[src/sv/mandelbrot_escape_time_pixel_macros.svh]
// Assertion helpers for the top-level RTL file. They expect clk_i and rst_ni in scope.
`ifndef MANDELBROT_ESCAPE_TIME_PIXEL_MACROS_SVH
`define MANDELBROT_ESCAPE_TIME_PIXEL_MACROS_SVH

// Same-cycle implication, checked out of reset
`define MEP_ASSERT_IMP(lbl, ante, cons, msg) \
  lbl: assert property (@(posedge clk_i) disable iff (!rst_ni) (ante) |-> (cons)) \
    else $error(msg);

// Next-cycle implication, checked out of reset
`define MEP_ASSERT_NXT(lbl, ante, cons, msg) \
  lbl: assert property (@(posedge clk_i) disable iff (!rst_ni) (ante) |=> (cons)) \
    else $error(msg);

`endif

[src/sv/mep_mul.sv]
`default_nettype none

// Signed ZW x ZW multiplier, split into four half-width partial products.
// Three register stages: partials, middle sum, full product.
module mep_mul #(
  parameter int ZW = 41
) (
  input  wire logic                   clk_i,
  input  wire logic signed [ZW-1:0]   a_i,
  input  wire logic signed [ZW-1:0]   b_i,
  output      logic signed [2*ZW-1:0] p_o
);

  localparam int H  = (ZW + 1) / 2;
  localparam int LW = ZW - H;
  localparam int PW = 2 * ZW;

  logic signed [H:0]     al, ah, bl, bh;
  logic signed [2*H+1:0] ll_q, lh_q, hl_q, hh_q;
  logic signed [2*H+2:0] mid_q;
  logic signed [PW-1:0]  cat_q;
  logic signed [PW-1:0]  p_q;

  // Split operands: low halves unsigned, high halves signed
  assign al = {1'b0, a_i[H-1:0]};
  assign bl = {1'b0, b_i[H-1:0]};
  assign ah = {{(H+1-LW){a_i[ZW-1]}}, a_i[ZW-1:H]};
  assign bh = {{(H+1-LW){b_i[ZW-1]}}, b_i[ZW-1:H]};

  // Stage 1: partial products
  always_ff @(posedge clk_i) begin
    ll_q <= al * bl;
    lh_q <= al * bh;
    hl_q <= ah * bl;
    hh_q <= ah * bh;
  end

  // Stage 2: cross terms summed, outer terms packed side by side
  always_ff @(posedge clk_i) begin
    mid_q <= (2*H+3)'(lh_q) + (2*H+3)'(hl_q);
    cat_q <= {hh_q[PW-2*H-1:0], ll_q[2*H-1:0]};
  end

  // Stage 3: fold in the cross terms
  always_ff @(posedge clk_i) begin
    p_q <= cat_q + (PW'(mid_q) <<< H);
  end

  assign p_o = p_q;

endmodule

`default_nettype wire

[config.mk]
export PLATFORM = sky130hd
export DESIGN_NAME = mep_mul
export DESIGN_NICKNAME = d
export VERILOG_FILES = /design/src/sv/mandelbrot_escape_time_pixel_macros.svh /design/src/sv/mep_mul.sv
export SDC_FILE = /design/constraint.sdc
export NUM_CORES = 2
export LEC_CHECK = 0
export BUFFER_PORTS_ARGS = -buffer_cell sky130_fd_sc_hd__buf_2
export CORE_ASPECT_RATIO = 0.75
export CORE_MARGIN = 2
export CORE_UTILIZATION = 27
export DETAILED_ROUTE_END_ITERATION = 10
export MAX_ROUTING_LAYER = met4
export PLACE_DENSITY = 0.45
export SKIP_CTS_REPAIR_TIMING = 1
export SYNTH_ARGS = -nofsm -noshare
export SYNTH_HDL_FRONTEND = slang
export SYNTH_SLANG_ARGS = --single-unit
[constraint.sdc]
create_clock -name clk_i -period 7.9 [get_ports clk_i]
set_clock_uncertainty 0.15 [all_clocks]
set_input_delay 1.58 -clock clk_i [delete_from_list [all_inputs] [get_ports clk_i]]
set_output_delay 1.58 -clock clk_i [all_outputs]
set_load 0.05 [all_outputs]
==> impl_metrics.toml <==
[status]
status = "completed"

[global_routing]
grt_pass1_wl_um = 355000
grt.total_usage_pct = 17.8
gr-total-overflow = 0
grt_pass1_vias = 57200
antenna_found_initial = 31
grt_max_degree = 31

[clock_network]
cts_tree = "done"
clk_pin_slew_ps = 70
htreeDepth = 2
root_buffer = "clkbuf_16"
cts_sinks = 373
clk_path_buf_depth = 3
clock_latency_ps = 690
numCtsBuffers = 46

[final_layout]
fin_util_pct = 32.5
regArea_mm2 = 0.00747
final_cell_mix = "1,606 x inv_1, 1,434 x fa_1, 871 x nand2_1"
layout-drive-gt1-share_pct = 15.5
stdcell_count = 11900
num-fill-cells = 27400
multi_input_area_mm2 = 0.0569
layout_commonest_cell = "inv_1"
syn2layout_area_growth_pct = 20.1
nets = 10700

[place]
place_congestion = 0.878
hpwl_um = 197000
port_buffers = 164
placed_cells = 11800

[floorplan]
num_rows = 163
die_area_mm2 = 0.267
die_w_um = 596
initial_core_util_pct = 27.1
die_h_um = 448
ios = 165
coreArea_mm2 = 0.262

[route]
first_pass_iters = 5
wl_um = 228000
num_vias = 53100
wl_per_cell_um = 19.1
final_antenna_net_count = 0
initialDrtViolationCount = 3046
viasPerCell = 4.46
drc_errors = 0

[hold_path]
hp-class = "flip-flop to flip-flop"

[synth]
synth-seq-cells = 373
synth_area_leaders = "fa_1 41%, ha_1 13%, dfxtp_1 11%"
synth_compound_area_share_pct = 6.81
yosys.area.top_type = "fa_1"
synth_seq_area_share_pct = 10.5
synth.distinct_cells = 81
synthXorXnorAreaFrac_pct = 3.10
yosys_warnings = 0
synth_adder_area_share_pct = 53.6
synth_top_family_by_area = "adder cells"
synth_edf_count = 0
async_reset_ff_share_pct = 0
synth_area_mm2 = 0.0710
synth_cells = 7684
syn_nets = 9936
yosys.area_share.simple_pct = 15.4
synthMuxAreaShare_pct = 0.0299
avgSynthCellArea_um2 = 9.24
synth_top_area_share_pct = 41.1
synth-main-ff-cell = "dfxtp_1"

[sta]
rsz0062_at_grt = "true"
slew_headroom_pct = 32.7
post-route-min-period_ps = 7830
period_share_pct = 99.1
setup_viol = 0
report.final.hold_viol_count = 0
fmax_mhz = 128
tightest_slew_ps = 1000
whs_ps = 171
drv_slew = 0

[critical_path]
crit_fanout = 8
required_ps = 8380
cp-end-kind = "flip-flop"
cp-start-kind = "primary input"
crit_slowest_cell = "fa_2"
max_stage_delay_ps = 600
cpMostUsedCell = "fa_1"
arrival_ps = 8310
critPathKind = "primary input to flip-flop"

[run]
drv_cap = 0
-- worst paths after layout --
kind                    startpoint           endpoint  slack, ps  cells past startpoint
setup / recovery            a_i[6]   ll_q[38]$_DFF_P_         70                     30
setup reg to reg  mid_q[0]$_DFF_P_    p_o[81]$_DFF_P_       3320                     13
hold reg to reg   hh_q[23]$_DFF_P_  cat_q[65]$_DFF_P_        170                      0
hold / removal    hh_q[23]$_DFF_P_  cat_q[65]$_DFF_P_        170                      0
-- routing by layer --
metal / vias to the layer above / GRT usage (%) / share of wire (%)
li1: 24600 / - / -
met1: 27200 / 26.6 / 51
met2: 1235 / 26.0 / 42
met3: 137 / 2.20 / 5.1
met4: 0 / 2.36 / 1.3
met5: - / - / 0
-- Yosys cell counts (all sizes together), types with 4 or more instances --
master,count
nor2,163
a21oi,234
or3,10
a311oi,4
a21boi,11
and3,19
o211ai,15
o41ai,4
nand3b,6
a211o,6
inv,1629
a311o,4
ha,711
nand2b,60
and2,872
o21a,39
o21bai,33
a31oi,23
a21o,139
nand4,32
clkbuf,362
dfxtp,373
fa,1458
a221o,4
a41oi,8
nor2b,26
nand2,872
a2111oi,7
o31ai,18
or2,9
o221ai,5
and4,10
xnor2,177
xor2,74
a31o,4
nor4b,4
a221oi,11
nor4,6
o21ai,121
nand3,37
a211oi,24
nor3,23
-- sequential cells by signal, summed over array words and instances, names as in the netlist --
| register | cells |
|---|---|
| ll_q | 42 |
| mid_q | 43 |
| cat_q | 82 |
| hl_q | 42 |
| p_o | 82 |
| lh_q | 42 |
| hh_q | 40 |
-- critical path, delay by kind of cell --
family | cells | cell delay, ps
fa+ha+maj | 8 | 4020
buf+inv | 11 | 1070
compound gates | 5 | 820
simple gates | 6 | 800
-- cell families after synthesis --
| group | Yosys count |
|---|---|
| compound gates | 734 |
| xor+xnor | 251 |
| fa+ha+maj | 2169 |
| buf+inv | 1996 |
| flops | 373 |
| mux | 2 |
| simple gates | 2159 |
-- area by class of cell --
type                            count  area share [%]
Clock inverter                     25           0.339
Clock buffer                       61            1.49
Antenna cell                        6          0.0176
Tap cell                         3465            5.08
Sequential cell                   373            8.75
Multi-Input combinational cell   5315            66.8
Inverter                         1631            7.18
Timing Repair Buffer             1041            10.4
-- through the flow --
stage | cell area (um^2) | worst slack (ps) | setup TNS [ps]
5_1_grt | 85300 | -103 | -525
4_1_cts | 83600 | -524 | -7530
3_3_place_gp | 82000 | -1130 | -63140
3_5_place_dp | 82000 | -1170 | -63450
6_report | 85300 | 67.8 | 0
2_1_floorplan | 71100 | -14.8 | -14.8
Power is not shown: default switching activity piles up to over one toggle a cycle in this logic, so the estimate is an artifact.
