`config.mk`:
```
export PLATFORM = sky130hd
export DESIGN_NAME = mep_div
export DESIGN_NICKNAME = d
export VERILOG_FILES = /design/src/sv/mandelbrot_escape_time_pixel_macros.svh /design/src/sv/mep_pkg.sv /design/src/sv/mep_div.sv
export SDC_FILE = /design/constraint.sdc
export NUM_CORES = 1
export LEC_CHECK = 0
export BUFFER_PORTS_ARGS = -buffer_cell sky130_fd_sc_hd__buf_2
export CAP_MARGIN = 40
export CORE_UTILIZATION = 34
export CTS_CLUSTER_DIAMETER = 80
export CTS_CLUSTER_SIZE = 10
export DETAILED_ROUTE_END_ITERATION = 10
export HOLD_SLACK_MARGIN = 0.15
export PLACE_DENSITY = 0.49
export SLEW_MARGIN = 0
export SYNTH_ARGS = -nofsm -noshare
export SYNTH_HDL_FRONTEND = slang
export SYNTH_SLANG_ARGS = --single-unit
```
`constraint.sdc`:
```
create_clock -name clk_i -period 3.6 [get_ports clk_i]
set_input_delay 0.72 -clock clk_i [delete_from_list [all_inputs] [get_ports clk_i]]
set_output_delay 0.72 -clock clk_i [all_outputs]
set_load 0.05 [all_outputs]
```
`src/sv/mandelbrot_escape_time_pixel_macros.svh`:
```
// Assertion helpers for the top-level RTL file. They expect clk_i and rst_ni in scope.
`ifndef MANDELBROT_ESCAPE_TIME_PIXEL_MACROS_SVH
`define MANDELBROT_ESCAPE_TIME_PIXEL_MACROS_SVH

// Same-cycle implication, checked out of reset
`define MEP_ASSERT_IMP(lbl, ante, cons, msg) \
  lbl: assert property (@(posedge clk_i) disable iff (!rst_ni) (ante) |-> (cons)) \
    else $error(msg);

// Next-cycle implication, checked out of reset
`define MEP_ASSERT_NXT(lbl, ante, cons, msg) \
  lbl: assert property (@(posedge clk_i) disable iff (!rst_ni) (ante) |=> (cons)) \
    else $error(msg);

`endif

```
`src/sv/mep_pkg.sv`:
```
`default_nettype none

package mep_pkg;

  // Field widths fixed by the item formats
  localparam int InW     = 32;
  localparam int CfgW    = 16;
  localparam int CntOutW = 16;
  localparam int GrayW   = 8;

  // Fixed-point and mapping constants
  localparam int InFrac      = 29;
  localparam int IntBits     = 12;
  localparam int EscapeLimit = 16;
  localparam int GrayMax     = 255;

  // Register reset values
  localparam int MaxIterReset = 100;
  localparam int GrayLoReset  = 0;
  localparam int GrayHiReset  = 100;

  // Configuration register indexes
  typedef enum logic [1:0] {
    CFG_MAX_ITER  = 2'd0,
    CFG_GRAY_LOW  = 2'd1,
    CFG_GRAY_HIGH = 2'd2
  } cfg_idx_e;

  // Phases of one iteration pass: issue three products, then collect them
  localparam logic [2:0] PhIssueRr = 3'd0;
  localparam logic [2:0] PhIssueIi = 3'd1;
  localparam logic [2:0] PhTakeRr  = 3'd3;
  localparam logic [2:0] PhTakeIi  = 3'd4;
  localparam logic [2:0] PhLast    = 3'd5;

  typedef enum logic [2:0] {
    ST_IDLE,
    ST_ITER,
    ST_GRAY,
    ST_DIV,
    ST_DONE
  } state_e;

  typedef struct packed {
    logic signed [InW-1:0] c_real;
    logic signed [InW-1:0] c_imag;
  } in_item_t;

  typedef struct packed {
    logic [CntOutW-1:0] iter_count;
    logic               escaped;
    logic [GrayW-1:0]   gray_level;
  } out_item_t;

  // Status of the gray-level divider
  typedef struct packed {
    logic             busy;
    logic             done;
    logic [GrayW-1:0] quot;
  } div_stat_t;

endpackage

`default_nettype wire

```
`src/sv/mep_div.sv`:
```
`default_nettype none

// Restoring divider for the gray level: floor(255*num / den), num <= den.
// One quotient bit a cycle, most significant first.
module mep_div
  import mep_pkg::*;
(
  input  wire logic            clk_i,
  input  wire logic            rst_ni,
  input  wire logic            start_i,
  input  wire logic [CfgW-1:0] num_i,
  input  wire logic [CfgW-1:0] den_i,
  output      div_stat_t       stat_o
);

  localparam int NW = CfgW + GrayW;
  localparam int SW = $clog2(GrayW);

  logic [CfgW-1:0]  rem_q, d_q;
  logic [GrayW-1:0] nlow_q, q_q;
  logic [SW-1:0]    cnt_q;
  logic             busy_q, done_q;
  logic [NW-1:0]    n_scaled;
  logic [CfgW:0]    rem_s, rem_sub;
  logic             ge;

  // 255*num as (num << 8) - num
  assign n_scaled = {num_i, {GrayW{1'b0}}} - NW'(num_i);

  // Trial subtract on the shifted remainder
  assign rem_s   = {rem_q, nlow_q[GrayW-1]};
  assign rem_sub = rem_s - {1'b0, d_q};
  assign ge      = (rem_s >= {1'b0, d_q});

  // Sequence control
  always_ff @(posedge clk_i or negedge rst_ni) begin
    if (!rst_ni) begin
      busy_q <= 1'b0;
      done_q <= 1'b0;
      cnt_q  <= '0;
    end else begin
      done_q <= 1'b0;
      if (start_i) begin
        busy_q <= 1'b1;
        cnt_q  <= SW'(GrayW - 1);
      end else if (busy_q) begin
        if (cnt_q == '0) begin
          busy_q <= 1'b0;
          done_q <= 1'b1;
        end else begin
          cnt_q <= cnt_q - SW'(1);
        end
      end
    end
  end

  // Remainder and quotient
  always_ff @(posedge clk_i) begin
    if (start_i) begin
      d_q    <= den_i;
      rem_q  <= n_scaled[NW-1:GrayW];
      nlow_q <= n_scaled[GrayW-1:0];
      q_q    <= '0;
    end else if (busy_q) begin
      rem_q  <= ge ? rem_sub[CfgW-1:0] : rem_s[CfgW-1:0];
      nlow_q <= {nlow_q[GrayW-2:0], 1'b0};
      q_q    <= {q_q[GrayW-2:0], ge};
    end
  end

  assign stat_o.busy = busy_q;
  assign stat_o.done = done_q;
  assign stat_o.quot = q_q;

endmodule

`default_nettype wire

```
==> flow_summary_export.csv <==
group,metric,value,unit
run_status,outcome,"finished, final reports clean",
timing,tightestPinTransition,627.5,ps
floorplanning,core-area,10420,um2
setup_path,reg2reg_from,"nlow_q[7]",
timing,worst_slack,774.9,ps
setup_path,worstPathMaxFanout,3,
setup_path,cp.arrival,2890,ps
floorplanning,die_h,106.3,um
routing,drcViolationCount,0,
final_layout,utilization,39.82,%
routing,drtIter0Drc,144,
setup_path,critPathCaptureType,"flip-flop",
global_route,grt_remaining_overflow,0,
final_layout,post_route_cells_drive_above_1_share,20.10,%
timing,min_period_over_period,78.47,%
pwr,p_per_area,627.4,nW/um2
synth,synthesis.nets,427,
synth,synth_ff_type,"edfxtp_1",
clock_tree,clk_latency,320,ps
routing,drtAntennaViolNets,0,
routing,first_pass_iters,6,
routing,via_count,2758,
pwr,vdd_ir_drop_max,0.0002113,V
setup_path,criticalPathCategory,"flip-flop to flip-flop",
pwr,p_seq_share,34.8,%
clock_tree,clock-sinks,53,
timing,clock_skew,14.88,ps
pwr,leakagePower,1.833,nW
clock_tree,cts_root_buf,"clkbuf_8",
global_route,grt_max_degree,25,
global_route,grt_pass1_vias,2794,
synth,synth_edf_count,40,
global_route,grt_pass1_wl,14110,um
floorplanning,die-area,11300,um2
routing,avgRoutedWirePerCell,15.16,um
clock_tree,cts_buffer_depth,2,
final_layout,fin_nets,470,
setup_path,reg2reg_to,"rem_q[12]",
floorplanning,die_x,106.3,um
synth,synth_warnings,0,
clock_tree,path_clk_slew,110,ps
synth,syn_inst,364,
setup_path,start_kind,"flip-flop",
routing,via_per_inst,5.070,
setup_path,crit_start,"nlow_q[7]",
timing,timing.fmax,0.3540,GHz
timing,slew_headroom,58.16,%
setup_path,regToRegSetupSlack,770,ps
timing,hold_violations,0,
job,cap_violations,0,
placement,gp_congestion,0.8386,
synth,async_flop_share,9.434,%
floorplanning,ioPinCount,45,
setup_path,worstRegToRegCells,11,
pwr,clockPowerShare,14.6,%
placement,portBuffers,44,
floorplanning,start_util,35.51,%
pwr,intPower,1.533,mW
synth,syn_area,3699,um2
synth,yosys.area.top_type,"edfxtp_1",
pwr,p_switching,1.069,mW
synth,avgSynthCellArea,10.16,um2
clock_tree,hold_buffers,0,
timing,rsz0062_at_grt,"false",
global_route,antenna_found_initial,0,
timing,timing.setup.tns,0,ps
placement,pre_cts_slack,641.3,ps
final_layout,area_delta_synth_final,12.14,%
clock_tree,htree_levels,2,
synth,synthTopCellsByArea,"edfxtp_1 (32%), ha_1 (9.1%), xnor2_1 (4.5%)",
hold_path,holdCritPathClass,"input pin to async pin",
setup_path,crit_end,"rem_q[12]",
routing,drt_wl_total,8248,um
pwr,power_switching_share,41.08,%
synth,synth_cell_type_count,64,
pwr,p_comb_share,50.6,%
synth,ys_ff_latch,53,
floorplanning,row_count,37,
synth,seq_area_frac_synth,40.19,%
global_route,grt_usage,15.95,%
placement,place_hpwl,6234,um
final_layout,antenna_cells,0,
timing,finalSetupViolations,0,
clock_tree,cts_resized,0,
clock_tree,postCtsSetupBuffers,0,
setup_path,required,3670,ps
clock_tree,cts_buffers,5,
timing,period_needed,2825,ps
synth,yosysTopAreaCellShare,32.48,%
timing,slew_viol_final,0,
clock_tree,cts_tree,"built",
-- critical path, cell delays in order, from the launching register on --
cell and delay [ps]:
edfxtp_1 420, inv_1 80, ha_1 150, inv_1 50, fa_1 400, a21oi_1 220
o21ai_0 230, a221oi_2 440, o21bai_1 100, a21oi_1 200, xor2_1 170, o31ai_1 80
-- through the flow --
stage	cells	power (mW)	cell area (um2)	hold WS, ps
after floorplan	364	1.949	3699	424.4
after global placement	536	2.227	4048	469.3
after detailed placement	536	2.223	4048	478.8
after CTS	544	2.624	4148	182.9
after global routing	544	2.825	4148	177.9
final	544	2.602	4148	194.6
-- worst min-delay path by stage --
stage	cells after the start	slack [ps]	start	endpoint
finish	1	190	rst_ni	cnt_q[0]
detailed placement	2	480	q_q[7]	q_q[7]
floorplan	0	420	rst_ni	busy_q
CTS	1	180	rst_ni	cnt_q[0]
global route	1	180	rst_ni	cnt_q[1]
global placement	1	470	cnt_q[1]	cnt_q[1]
-- power groups by stage --
stage / Clock, mW / Combinational [mW] / Sequential (mW)
3_5_place_dp: 0 / 1.30 / 0.919
5_1_grt: 0.427 / 1.48 / 0.921
3_3_place_gp: 0 / 1.31 / 0.918
6_report: 0.380 / 1.32 / 0.906
2_1_floorplan: 0 / 1.03 / 0.915
4_1_cts: 0.399 / 1.32 / 0.906
-- kinds of logic (layout without fill, tap and decap cells) --
logic type | after synthesis | after routing | synth area share, %
and+or+nand+nor | 93 | 93 | 12.75
AOI/OAI and AO/OA | 88 | 88 | 17.83
DFF | 53 | 53 | 40.19
buffers and inverters | 46 | 90 | 5.277
xor gates and xnor gates | 33 | 33 | 7.815
adders and majority gates | 28 | 28 | 9.675
muxes | 23 | 23 | 6.461
-- cell usage after synthesis, drive strengths merged (6+ instances only) --
| master | instances |
|---|---|
| dfxtp | 8 |
| ha | 27 |
| edfxtp | 40 |
| o21ai | 11 |
| mux2 | 7 |
| nor3 | 8 |
| xnor2 | 19 |
| a21o | 8 |
| xor2 | 14 |
| a22oi | 7 |
| nand2 | 28 |
| nor2 | 25 |
| a21oi | 31 |
| mux2i | 16 |
| inv | 35 |
| clkbuf | 6 |
-- cell usage in the layout, fill, tap and decap left out, types with 5 or more instances in the layout --
| master | instances |
|---|---|
| a21o_1 | 8 |
| ha_1 | 27 |
| nand2_1 | 27 |
| dfxtp_1 | 8 |
| dfrtp_1 | 5 |
| nand2b_1 | 5 |
| xor2_1 | 14 |
| nor2_1 | 25 |
| inv_1 | 35 |
| mux2_2 | 7 |
| a21oi_1 | 29 |
| edfxtp_1 | 40 |
| clkbuf_8 | 6 |
| xnor2_1 | 19 |
| a22oi_1 | 5 |
| o21ai_0 | 9 |
| mux2i_1 | 16 |
| buf_2 | 44 |
| nor3_1 | 6 |
-- sequential cells by signal, indices dropped and copies added, names as in the netlist --
signal	cells
done_q	1
busy_q	1
d_q	16
rem_q	16
cnt_q	3
nlow_q	8
q_q	8
-- metal layers --
metal  track usage, %  part of all wire, %  vias up
met5                0                    0        -
met2            25.56                   46       47
met1            22.11                   49     1307
met3            2.943                  3.7        5
li1                 -                    -     1399
met4            3.869                 0.74        0
-- final cells by class --
class	count	area, um2
Clock buffer	6	82.58
Clock inverter	2	17.52
Fill cell	1068	6269
Inverter	35	131.4
Multi-Input combinational cell	265	2017
Sequential cell	53	1486
Tap cell	136	170.2
Timing Repair Buffer	47	242.7
Power figures use the tool's default switching activity.
